==> config.mk <==
export PLATFORM = sky130hd
export DESIGN_NAME = wnst_ctrl
export DESIGN_NICKNAME = d
export VERILOG_FILES = /design/src/rtl/wnst_pkg.sv /design/src/rtl/wnst_ctrl.sv
export SDC_FILE = /design/constraint.sdc
export NUM_CORES = 1
export LEC_CHECK = 0
export BUFFER_PORTS_ARGS = -buffer_cell sky130_fd_sc_hd__clkbuf_2
export CAP_MARGIN = 20
export CORE_ASPECT_RATIO = 0.7
export CORE_MARGIN = 5
export CORE_UTILIZATION = 60
export DETAILED_ROUTE_END_ITERATION = 6
export PLACE_DENSITY = 0.84
export REMOVE_ABC_BUFFERS = 1
export SLEW_MARGIN = 25
export SYNTH_ARGS = -nofsm -noshare
export SYNTH_HDL_FRONTEND = slang
export SYNTH_SLANG_ARGS = --single-unit
==> constraint.sdc <==
create_clock -name clk -period 5.2 [get_ports clk]
set_input_delay 1.04 -clock clk [delete_from_list [all_inputs] [get_ports clk]]
set_output_delay 1.04 -clock clk [all_outputs]
set_load 0.01 [all_outputs]
==> src/rtl/wnst_pkg.sv <==
`timescale 1ns / 1ps
`default_nettype none
// ----------------------------------------------------------------------------
// wnst_pkg - shared types and constants of the wheel null-space torque block
// Holds the datapath phase codes, the command and status bundles between the
// controller and the datapath, and the interface codes.
// ----------------------------------------------------------------------------
package wnst_pkg;

  localparam int MAX_WHEELS_DEF  = 8;
  localparam int VALUE_WIDTH_DEF = 32;
  localparam int FRAC_BITS       = 16;
  localparam int OPW             = 32;  // multiplier operand width
  localparam int IDX_W           = 3;   // wheel / matrix index in a command
  localparam int CNT_W           = 4;   // loop counts up to eight
  localparam int GAIN_W          = 31;
  localparam int WCNT_W          = 4;
  localparam int CFG_IDX_W       = 1;

  localparam logic [CFG_IDX_W-1:0] CFG_SPEED_GAIN  = 1'b0;
  localparam logic [CFG_IDX_W-1:0] CFG_WHEEL_COUNT = 1'b1;

  localparam logic OP_LOAD_AXIS   = 1'b0;
  localparam logic OP_LOAD_SAMPLE = 1'b1;

  localparam logic KIND_TORQUE = 1'b0;
  localparam logic KIND_STATUS = 1'b1;

  typedef enum logic [2:0] {
    PH_GRAM,   // Gram matrix G G^T
    PH_COF,    // cofactors
    PH_DET,    // determinant
    PH_INV,    // inverse entries through the divider
    PH_TMAT,   // T = inv * G
    PH_PROJ,   // P = I - G^T T
    PH_DVEC,   // speed feedback vector
    PH_TORQ    // torque rows
  } phase_t;

  typedef struct packed {
    logic             valid;
    phase_t           phase;
    logic [IDX_W-1:0] o1;
    logic [IDX_W-1:0] o2;
    logic [IDX_W-1:0] k;
    logic             first;
    logic             last;
    logic             clr_proj;
    logic             ld_axis;
    logic             ld_sample;
  } dp_cmd_t;

  typedef struct packed {
    logic wb_torq;
    logic div_done;
    logic det_zero;
  } dp_stat_t;

endpackage
`default_nettype wire

==> src/rtl/wnst_ctrl.sv <==
`timescale 1ns / 1ps
`default_nettype none
// ----------------------------------------------------------------------------
// wnst_ctrl - controller of the wheel null-space torque block
// Sequences the loops of each phase into datapath commands, drains the pipe
// between phases and owns the result handshake and the singular flag.
// ----------------------------------------------------------------------------
module wnst_ctrl #(
  parameter int NW = 8
) (
  input  wire logic                          clk,
  input  wire logic                          rst_n,
  input  wire logic                          in_valid,
  input  wire logic                          in_opcode,
  input  wire logic                          in_last,
  output logic                               in_ready,
  input  wire logic [wnst_pkg::WCNT_W-1:0]   wheel_count,
  output wnst_pkg::dp_cmd_t                  cmd,
  input  wire wnst_pkg::dp_stat_t            stat,
  input  wire logic                          out_ready,
  output logic                               out_valid,
  output logic                               out_kind,
  output logic [wnst_pkg::IDX_W-1:0]         out_wheel,
  output logic                               out_singular,
  output logic                               out_final
);
  import wnst_pkg::*;

  typedef enum logic [2:0] {S_IDLE, S_ISSUE, S_DRAIN, S_DIVW, S_STAT} state_t;

  localparam logic [1:0] DRAIN_LEN = 2'd3;

  state_t            state_r, state_nxt;
  phase_t            phase_r, phase_nxt;
  logic [CNT_W-1:0]  o1_r, o1_nxt, o2_r, o2_nxt, k_r, k_nxt;
  logic [CNT_W-1:0]  n_r, n_nxt, n_act;
  logic [CNT_W-1:0]  l1, l2, lk;
  logic [1:0]        drain_r, drain_nxt;
  logic              sing_r, sing_nxt;
  logic              ov_r, ov_nxt, okind_r, okind_nxt, ofinal_r, ofinal_nxt;
  logic              osing_r, osing_nxt;
  logic [IDX_W-1:0]  owheel_r, owheel_nxt;
  logic              accept, slot_free, k_last, outer_last, o2_last;

  assign n_act = (32'(wheel_count) > NW) ? CNT_W'(NW) : CNT_W'(wheel_count);

  always_comb begin
    case (phase_r)
      PH_GRAM: begin l1 = CNT_W'(3); l2 = CNT_W'(3); lk = n_r;        end
      PH_COF:  begin l1 = CNT_W'(3); l2 = CNT_W'(3); lk = CNT_W'(2);  end
      PH_DET:  begin l1 = CNT_W'(1); l2 = CNT_W'(1); lk = CNT_W'(3);  end
      PH_INV:  begin l1 = CNT_W'(3); l2 = CNT_W'(3); lk = CNT_W'(1);  end
      PH_TMAT: begin l1 = CNT_W'(3); l2 = n_r;       lk = CNT_W'(3);  end
      PH_PROJ: begin l1 = n_r;       l2 = n_r;       lk = CNT_W'(3);  end
      PH_DVEC: begin l1 = n_r;       l2 = CNT_W'(1); lk = CNT_W'(1);  end
      PH_TORQ: begin l1 = n_r;       l2 = CNT_W'(1); lk = n_r;        end
      default: begin l1 = CNT_W'(1); l2 = CNT_W'(1); lk = CNT_W'(1);  end
    endcase
  end

  assign in_ready   = (state_r == S_IDLE);
  assign accept     = in_valid && in_ready;
  assign slot_free  = !ov_r || out_ready;
  assign k_last     = (k_r + CNT_W'(1)) == lk;
  assign o2_last    = (o2_r + CNT_W'(1)) == l2;
  assign outer_last = ((o1_r + CNT_W'(1)) == l1) && o2_last;

  always_comb begin
    state_nxt  = state_r;
    phase_nxt  = phase_r;
    o1_nxt     = o1_r;
    o2_nxt     = o2_r;
    k_nxt      = k_r;
    n_nxt      = n_r;
    drain_nxt  = drain_r;
    sing_nxt   = sing_r;
    ov_nxt     = ov_r;
    okind_nxt  = okind_r;
    owheel_nxt = owheel_r;
    ofinal_nxt = ofinal_r;
    osing_nxt  = osing_r;
    cmd        = '0;
    cmd.phase  = phase_r;
    cmd.o1     = o1_r[IDX_W-1:0];
    cmd.o2     = o2_r[IDX_W-1:0];
    cmd.k      = k_r[IDX_W-1:0];
    cmd.first  = (k_r == '0);
    cmd.last   = k_last;

    if (ov_r && out_ready) ov_nxt = 1'b0;

    // Torque row written back: present it
    if (stat.wb_torq) begin
      ov_nxt     = 1'b1;
      okind_nxt  = KIND_TORQUE;
      owheel_nxt = o1_r[IDX_W-1:0];
      ofinal_nxt = (o1_r + CNT_W'(1)) == n_r;
      osing_nxt  = sing_r;
    end

    case (state_r)
      S_IDLE: begin
        if (accept) begin
          cmd.ld_axis   = (in_opcode == OP_LOAD_AXIS);
          cmd.ld_sample = (in_opcode == OP_LOAD_SAMPLE);
          if (in_last) begin
            n_nxt  = n_act;
            o1_nxt = '0;
            o2_nxt = '0;
            k_nxt  = '0;
            if (in_opcode == OP_LOAD_AXIS) begin
              cmd.clr_proj = 1'b1;
              sing_nxt     = 1'b1;
              if (n_act == '0) begin
                state_nxt = S_STAT;
              end else begin
                phase_nxt = PH_GRAM;
                state_nxt = S_ISSUE;
              end
            end else if (n_act != '0) begin
              phase_nxt = PH_DVEC;
              state_nxt = S_ISSUE;
            end
          end
        end
      end
      S_ISSUE: begin
        // hold a torque row until the result register can take it
        if (!((phase_r == PH_TORQ) && (k_r == '0) && !slot_free)) begin
          cmd.valid = 1'b1;
          if (phase_r == PH_INV) begin
            state_nxt = S_DIVW;
          end else if (k_last) begin
            k_nxt = '0;
            if ((phase_r == PH_TORQ) || outer_last) begin
              state_nxt = S_DRAIN;
              drain_nxt = DRAIN_LEN;
            end else if (o2_last) begin
              o2_nxt = '0;
              o1_nxt = o1_r + CNT_W'(1);
            end else begin
              o2_nxt = o2_r + CNT_W'(1);
            end
          end else begin
            k_nxt = k_r + CNT_W'(1);
          end
        end
      end
      S_DRAIN: begin
        if (drain_r != '0) begin
          drain_nxt = drain_r - 2'd1;
        end else if (phase_r == PH_TORQ) begin
          if ((o1_r + CNT_W'(1)) == n_r) begin
            state_nxt = S_IDLE;
          end else begin
            o1_nxt    = o1_r + CNT_W'(1);
            state_nxt = S_ISSUE;
          end
        end else begin
          o1_nxt    = '0;
          o2_nxt    = '0;
          k_nxt     = '0;
          state_nxt = S_ISSUE;
          case (phase_r)
            PH_GRAM: phase_nxt = PH_COF;
            PH_COF:  phase_nxt = PH_DET;
            PH_DET: begin
              if (stat.det_zero) state_nxt = S_STAT;
              else phase_nxt = PH_INV;
            end
            PH_TMAT: phase_nxt = PH_PROJ;
            PH_PROJ: begin
              sing_nxt  = 1'b0;
              state_nxt = S_STAT;
            end
            PH_DVEC: phase_nxt = PH_TORQ;
            default: state_nxt = S_IDLE;
          endcase
        end
      end
      S_DIVW: begin
        if (stat.div_done) begin
          state_nxt = S_ISSUE;
          if (outer_last) begin
            phase_nxt = PH_TMAT;
            o1_nxt    = '0;
            o2_nxt    = '0;
          end else if (o2_last) begin
            o2_nxt = '0;
            o1_nxt = o1_r + CNT_W'(1);
          end else begin
            o2_nxt = o2_r + CNT_W'(1);
          end
        end
      end
      S_STAT: begin
        if (slot_free) begin
          ov_nxt     = 1'b1;
          okind_nxt  = KIND_STATUS;
          owheel_nxt = '0;
          ofinal_nxt = 1'b1;
          osing_nxt  = sing_r;
          state_nxt  = S_IDLE;
        end
      end
      default: state_nxt = S_IDLE;
    endcase
  end

  always_ff @(posedge clk) begin
    if (!rst_n) begin
      state_r <= S_IDLE;
      phase_r <= PH_GRAM;
      o1_r    <= '0;
      o2_r    <= '0;
      k_r     <= '0;
      n_r     <= '0;
      drain_r <= '0;
      sing_r  <= 1'b0;
      ov_r    <= 1'b0;
    end else begin
      state_r <= state_nxt;
      phase_r <= phase_nxt;
      o1_r    <= o1_nxt;
      o2_r    <= o2_nxt;
      k_r     <= k_nxt;
      n_r     <= n_nxt;
      drain_r <= drain_nxt;
      sing_r  <= sing_nxt;
      ov_r    <= ov_nxt;
    end
    okind_r  <= okind_nxt;
    owheel_r <= owheel_nxt;
    ofinal_r <= ofinal_nxt;
    osing_r  <= osing_nxt;
  end

  assign out_valid    = ov_r;
  assign out_kind     = okind_r;
  assign out_wheel    = owheel_r;
  assign out_singular = osing_r;
  assign out_final    = ofinal_r;

endmodule
`default_nettype wire

==> reports/results.ini, run 1 <==
[pwr]
irDropWorstVdd_v = 0.000306
powerDensity_nw_per_um2 = 493
p_leak_nw = 1.09

[drt]
drt_drc_violations_left = 0
ant_nets = 0
routedWlPerCell_um = 15.6
dr.first_iter.drc_count = 303
viasPerCell = 6.11
wirelength_mm = 5.88
dr_total_vias = 2309
firstDrtPassIters = 5

[setup_path]
crit_arrival_ns = 2.42
max_stage_delay_ns = 0.76
r2r-start = phase_r[2]$_SDFFE_PN0P_
endpoint_kind = output pin
crit_fanout = 22
timing.reg2reg.setup_slack_ns = 2.27
crit_path_end = cmd[3]
crit_path_start = phase_r[0]$_SDFFE_PN0P_
timing.rr.end = o1_r[0]$_SDFFE_PN0P_
path_cells = and3_4 -> o21ai_1 -> xnor2_1 -> nor4_4 -> clkbuf_2
crit_path_top_delay_cell = dfxtp_1
critPathRequiredTime_ns = 4.16
worstSetupStartpointType = flop
reg2regPathDepth = 8
path_class = flop to output pin

[cells_and_area]
diodes = 0
layout.nets = 343
layout-drive-gt1-share_pct = 19.6
syn2layout_area_growth_pct = 8.97
fin_area_um2 = 2600
fin_util_pct = 67.1

[min_path]
hold_class = flop to flop

[floorplanning]
die_h_um = 62.7
dieArea_um2 = 5360
rows = 19
initial_core_util_pct = 61.5
core_um2 = 3870
num_io_pins = 39
die_x_um = 85.4

[timing]
finClkSkew_ns = 0.00918
relSlewSlack_pct = 48.7
layout_min_cycle_time_ns = 3.46
maxSlewViolCount = 0
fin_ws_ns = 1.74
timing.fmax_mhz = 289
whs_ns = 0.472
hold_violations = 0
tightest_slew_ns = 0.763
setup-tns-final_ns = 0
rsz0062_at_grt = false
final.period_utilization_pct = 66.4
setup_viol = 0

[synth]
synth-async-reset-ratio_pct = 0
synth_area_per_cell_um2 = 7.79
ys_seq_elements = 32
syn-cell-area_um2 = 2380
ys_types = 64
ys_seq_area_share_pct = 26.9
synth_edf_count = 0
ys.flop_type = dfxtp_1
syn_inst = 306
yosysWarningCount = 0

[job]
max_cap_viol_count = 0

[clock_tree]
cts.path.max_buffers = 2
path_clk_slew_ns = 0.07
post_cts_buffers = 0
clk_latency_ns = 0.29
h-tree-depth = 2
cts_tree = built
cts_resized = 0
root_buffer = clkbuf_8
clock_sinks = 32
cts_made_buffers = 5
cts_hold_buf = 0

[placed_design]
place_congestion = 0.958
hpwlAfterDp_mm = 4.40
preCtsSetupSlack_ns = 2.11
placed_cell_area_um2 = 2490
port_buffers = 38

[status]
status = complete, no violations

[global_routing]
overflow = 0
grt_pass1_vias = 1977
grt_usage_pct = 21.9
grt_max_degree = 23
grt_pass1_wl_mm = 9.57
grt_antenna_before_repair = 0

## per-layer routing
| layer | share of wire, % | up-vias | GRT usage, % | routed length [µm] |
|---|---|---|---|---|
| li1 | - | 1123 | - | - |
| met1 | 47 | 1038 | 31.9 | 2740 |
| met2 | 41 | 135 | 31.7 | 2420 |
| met3 | 11 | 13 | 6.06 | 635 |
| met4 | 1.3 | 0 | 5.53 | 78 |
| met5 | 0 | - | 0 | 0 |
## worst min path at each step
stage                                  from                       to  slack [ns]  cells after the start
detailed placement         out_kind$_DFF_P_         out_kind$_DFF_P_        0.45                      1
floorplan           drain_r[0]$_SDFFE_PN0P_  drain_r[0]$_SDFFE_PN0P_        0.44                      1
CTS                        out_kind$_DFF_P_         out_kind$_DFF_P_        0.47                      1
finish                     out_kind$_DFF_P_         out_kind$_DFF_P_        0.47                      1
global placement           out_kind$_DFF_P_         out_kind$_DFF_P_        0.44                      1
global route            k_r[3]$_SDFFE_PN0P_      k_r[3]$_SDFFE_PN0P_        0.52                      2
## metrics by stage
| step | cells | power, W |
|---|---|---|
| after global routing | 378 | 0.00136 |
| after detailed placement | 370 | 0.00103 |
| after CTS | 378 | 0.00127 |
| after floorplan | 280 | 0.000847 |
| after global placement | 370 | 0.00101 |
| final | 378 | 0.00128 |
## registers in the layout (all words and copies together) (netlist names)
register	flops
phase_r	3
drain_r	2
o2_r	4
state_r	3
o1_r	4
out_final	1
sing_r	1
k_r	4
out_wheel	3
n_r	4
out_singular	1
out_kind	1
out_valid	1
## worst max-delay path: cells and delay by family, from the launching register on
family | cells | cell delay, ns
AND/OR/NAND/NOR | 2 | 0.88
flip-flops | 1 | 0.76
buffers and inverters | 1 | 0.22
XOR/XNOR | 1 | 0.17
AO/OA/AOI/OAI | 1 | 0.09
## final cells by class
| type | count | area, µm² |
|---|---|---|
| multi-input cells | 233 | 1540 |
| repair buffers | 38 | 190 |
| well taps | 52 | 65.1 |
| fillers | 336 | 1280 |
| clock inverters | 3 | 42.5 |
| inverters | 15 | 56.3 |
| flip-flops and latches | 32 | 641 |
| clock buffers | 5 | 68.8 |
## cells in the final DEF (no fill, tap or decap), types with 3 or more instances in the layout
cell	instances
nor3_1	9
inv_1	15
xnor2_1	9
and2_1	3
nand3_1	11
mux2_2	4
dfxtp_1	32
nand2_1	24
mux2i_1	8
and3_1	5
o22ai_1	6
o21ai_0	11
a21oi_1	18
clkbuf_8	5
nand3b_1	3
clkbuf_2	38
a31oi_1	3
a21o_1	3
xor2_1	9
nor2b_1	4
o21ai_1	5
nor3b_1	4
ha_1	5
nor2_1	40
## Yosys cell counts (2+ instances only)
master    number  area share, %
and3_1         5            1.3
or3_1          2           0.52
a221o_1        2           0.84
nand3_1       11            2.3
o21a_1         2           0.63
buf_4         11            3.5
o221ai_1       2           0.73
inv_1         15            2.4
xnor2_1        9            3.3
nor2b_1        4            1.0
mux2i_1        8            3.4
a21o_1         3           0.94
xor2_1         9            3.3
nand3b_1       3           0.94
o211ai_1       2           0.63
a21oi_1       18            3.8
nor2_1        40            6.3
buf_2          5            1.0
and2_1         3           0.79
nor4_1         2           0.52
o21ai_1        5            1.0
mux2_2         4            1.9
o32ai_1        2           0.73
nor3b_1        4            1.3
dfxtp_1       32             27
nand2_1       24            3.8
o22ai_1        6            1.6
ha_1           5            2.6
a32o_1         2           0.84
and3_4         2           0.94
a31oi_1        3           0.79
o21ai_0       11            2.3
a211oi_2       2            1.0
clkbuf_1       9            1.4
nand2b_1       2           0.52
nor3_1         9            1.9
## kinds of logic (layout without fill, tap and decap cells)
group / Yosys count / after routing / share of synthesized area (%)
AO/OA/AOI/OAI: 78 / 78 / 23.8
XOR/XNOR: 18 / 18 / 6.61
adder cells (fa/ha/maj): 5 / 5 / 2.62
buffers and inverters: 41 / 61 / 8.76
flip-flops: 32 / 32 / 26.9
multiplexers: 12 / 12 / 5.25
AND/OR/NAND/NOR: 120 / 120 / 26.1
## report_power, final
group / switching [W] / total (W) / internal [W]
registers: 0.0000907 / 0.000368 / 0.000278
logic: 0.000399 / 0.000671 / 0.000271
clock network: 0.000101 / 0.000243 / 0.000142
total: 0.000591 / 0.00128 / 0.000690
No activity file was read; power rests on OpenSTA's default activity.
==> inputs of run 2 (changes only) <==
--- a/config.mk
+++ b/config.mk
@@ -9,9 +9,9 @@
 export CAP_MARGIN = 20
 export CORE_ASPECT_RATIO = 0.7
 export CORE_MARGIN = 5
-export CORE_UTILIZATION = 60
+export CORE_UTILIZATION = 57
 export DETAILED_ROUTE_END_ITERATION = 6
-export PLACE_DENSITY = 0.84
+export PLACE_DENSITY = 0.8
 export REMOVE_ABC_BUFFERS = 1
 export SLEW_MARGIN = 25
 export SYNTH_ARGS = -nofsm -noshare
==> constraint.sdc (replaced) <==
create_clock -name clk -period 3.3 [get_ports clk]
set_input_delay 0.66 -clock clk [delete_from_list [all_inputs] [get_ports clk]]
set_output_delay 0.66 -clock clk [all_outputs]
set_load 0.01 [all_outputs]
==> reports/results.ini, run 2 (synthesis gave the netlist of run 1 again) <==
[cells_and_area]
layout_common_cells = nor2_1, clkbuf_2, dfxtp_1, nand2_1, a21oi_1
layout.nets = 347
layout_commonest_cell = nor2_1
layout-drive-gt1-share_pct = 20.6
syn2layout_area_growth_pct = 10.2
fin_util_pct = 66.2
diodes = 0
fin_area_um2 = 2630

[global_routing]
grt_max_degree = 23
grt_pass1_wl_mm = 10.2
grt_antenna_before_repair = 0
overflow = 0
grt_pass1_vias = 2079
grt_usage_pct = 22.3

[pwr]
intPower_w = 0.00110
clkPwrFrac_pct = 18.6
powerDensity_nw_per_um2 = 771
seqPwrFrac_pct = 27.2
switching_share_pct = 45.5
p_comb_share_pct = 54.2
irDropWorstVdd_v = 0.000469
switchingPower_w = 0.000923
p_leak_nw = 1.11

[timing]
rsz0062_at_grt = false
setup-tns-final_ns = 0
maxSlewViolCount = 0
fin_ws_ns = 0.185
final.period_utilization_pct = 94.4
setup_viol = 0
hold_violations = 0
timing.fmax_mhz = 321
relSlewSlack_pct = 53.5
finClkSkew_ns = 0.00491
tightest_slew_ns = 0.696
layout_min_cycle_time_ns = 3.12

[clock_tree]
post_cts_buffers = 0
h-tree-depth = 2
clock_sinks = 32
cts_made_buffers = 5
cts_tree = built
clk_latency_ns = 0.28
cts_resized = 0
root_buffer = clkbuf_8
cts_hold_buf = 0
path_clk_slew_ns = 0.07
cts.path.max_buffers = 2

[setup_path]
reg2regPathDepth = 8
path_class = flop to output pin
endpoint_kind = output pin
crit_fanout = 22
worstSetupStartpointType = flop
timing.rr.end = o2_r[3]$_SDFFE_PN0P_
crit_path_end = cmd[3]
crit_path_start = phase_r[0]$_SDFFE_PN0P_
timing.reg2reg.setup_slack_ns = 0.52
critPathRequiredTime_ns = 2.64
crit_arrival_ns = 2.46
r2r-start = phase_r[0]$_SDFFE_PN0P_

[drt]
dr.first_iter.drc_count = 149
viasPerCell = 6.09
wirelength_mm = 5.98
dr_total_vias = 2326
routedWlPerCell_um = 15.6
firstDrtPassIters = 5
drt_drc_violations_left = 0
ant_nets = 0

[floorplanning]
num_io_pins = 39
dieArea_um2 = 5600
core_um2 = 3970
rows = 19
die_x_um = 87.3
die_h_um = 64.1
initial_core_util_pct = 60.1

[placed_design]
hpwlAfterDp_mm = 4.43
place_congestion = 0.995
preCtsSetupSlack_ns = 0.550
port_buffers = 38
placed_cell_area_um2 = 2520

[job]
max_cap_viol_count = 0

[status]
status = complete, no violations

[min_path]
hold_depth = 1
hold_class = flop to flop

[run 2: cell types whose count changed in the layout (fill, tap and decap cells not counted), sizes merged]
cell,delta
buf,+4
[run 2: layout make-up]
cell class | count | area [µm²]
Inverter | 15 | 56.3
Multi-Input combinational cell | 233 | 1540
Fill cell | 317 | 1340
Tap cell | 52 | 65.1
Sequential cell | 32 | 641
Timing Repair Buffer | 42 | 220
Clock buffer | 5 | 68.8
Clock inverter | 3 | 42.5
[run 2: per-stage QoR]
stage	hold WS (ns)	total power [W]	cells
after floorplan	0.443	0.00134	280
after global placement	0.437	0.00162	374
after detailed placement	0.447	0.00163	374
after CTS	0.463	0.00201	382
after global routing	0.483	0.00217	382
final	0.460	0.00203	382
[run 2: power groups by stage]
stage          combinational (W)  sequential, W  clock (W)
6_report                 0.00110       0.000552   0.000377
3_3_place_gp             0.00106       0.000553          0
5_1_grt                  0.00121       0.000563   0.000400
4_1_cts                  0.00108       0.000548   0.000381
2_1_floorplan           0.000771       0.000564          0
3_5_place_dp             0.00108       0.000555          0
[run 2: per-layer routing]
metal / routed length (µm) / up-vias / track usage (%) / part of all wire [%]
li1: - / 1135 / - / -
met1: 2910 / 1050 / 34.4 / 49
met2: 2330 / 122 / 30.4 / 39
met3: 610 / 19 / 5.13 / 10
met4: 124 / 0 / 6.51 / 2.1
met5: 0 / - / 0 / 0
[run 2: worst min path at each step]
stage,startpoint,slack (ns),endpoint
6_report,out_kind$_DFF_P_,0.46,out_kind$_DFF_P_
5_1_grt,out_kind$_DFF_P_,0.48,out_kind$_DFF_P_
4_1_cts,out_kind$_DFF_P_,0.46,out_kind$_DFF_P_
3_5_place_dp,out_kind$_DFF_P_,0.45,out_kind$_DFF_P_
3_3_place_gp,out_kind$_DFF_P_,0.44,out_kind$_DFF_P_
2_1_floorplan,drain_r[0]$_SDFFE_PN0P_,0.44,drain_r[0]$_SDFFE_PN0P_
[run 2: critical path, stage by stage (launching register included)]
cell      delay, ns
dfxtp_1        0.77
and3_4         0.36
o21ai_1        0.09
xnor2_1        0.17
nor4_4         0.55
clkbuf_2       0.23
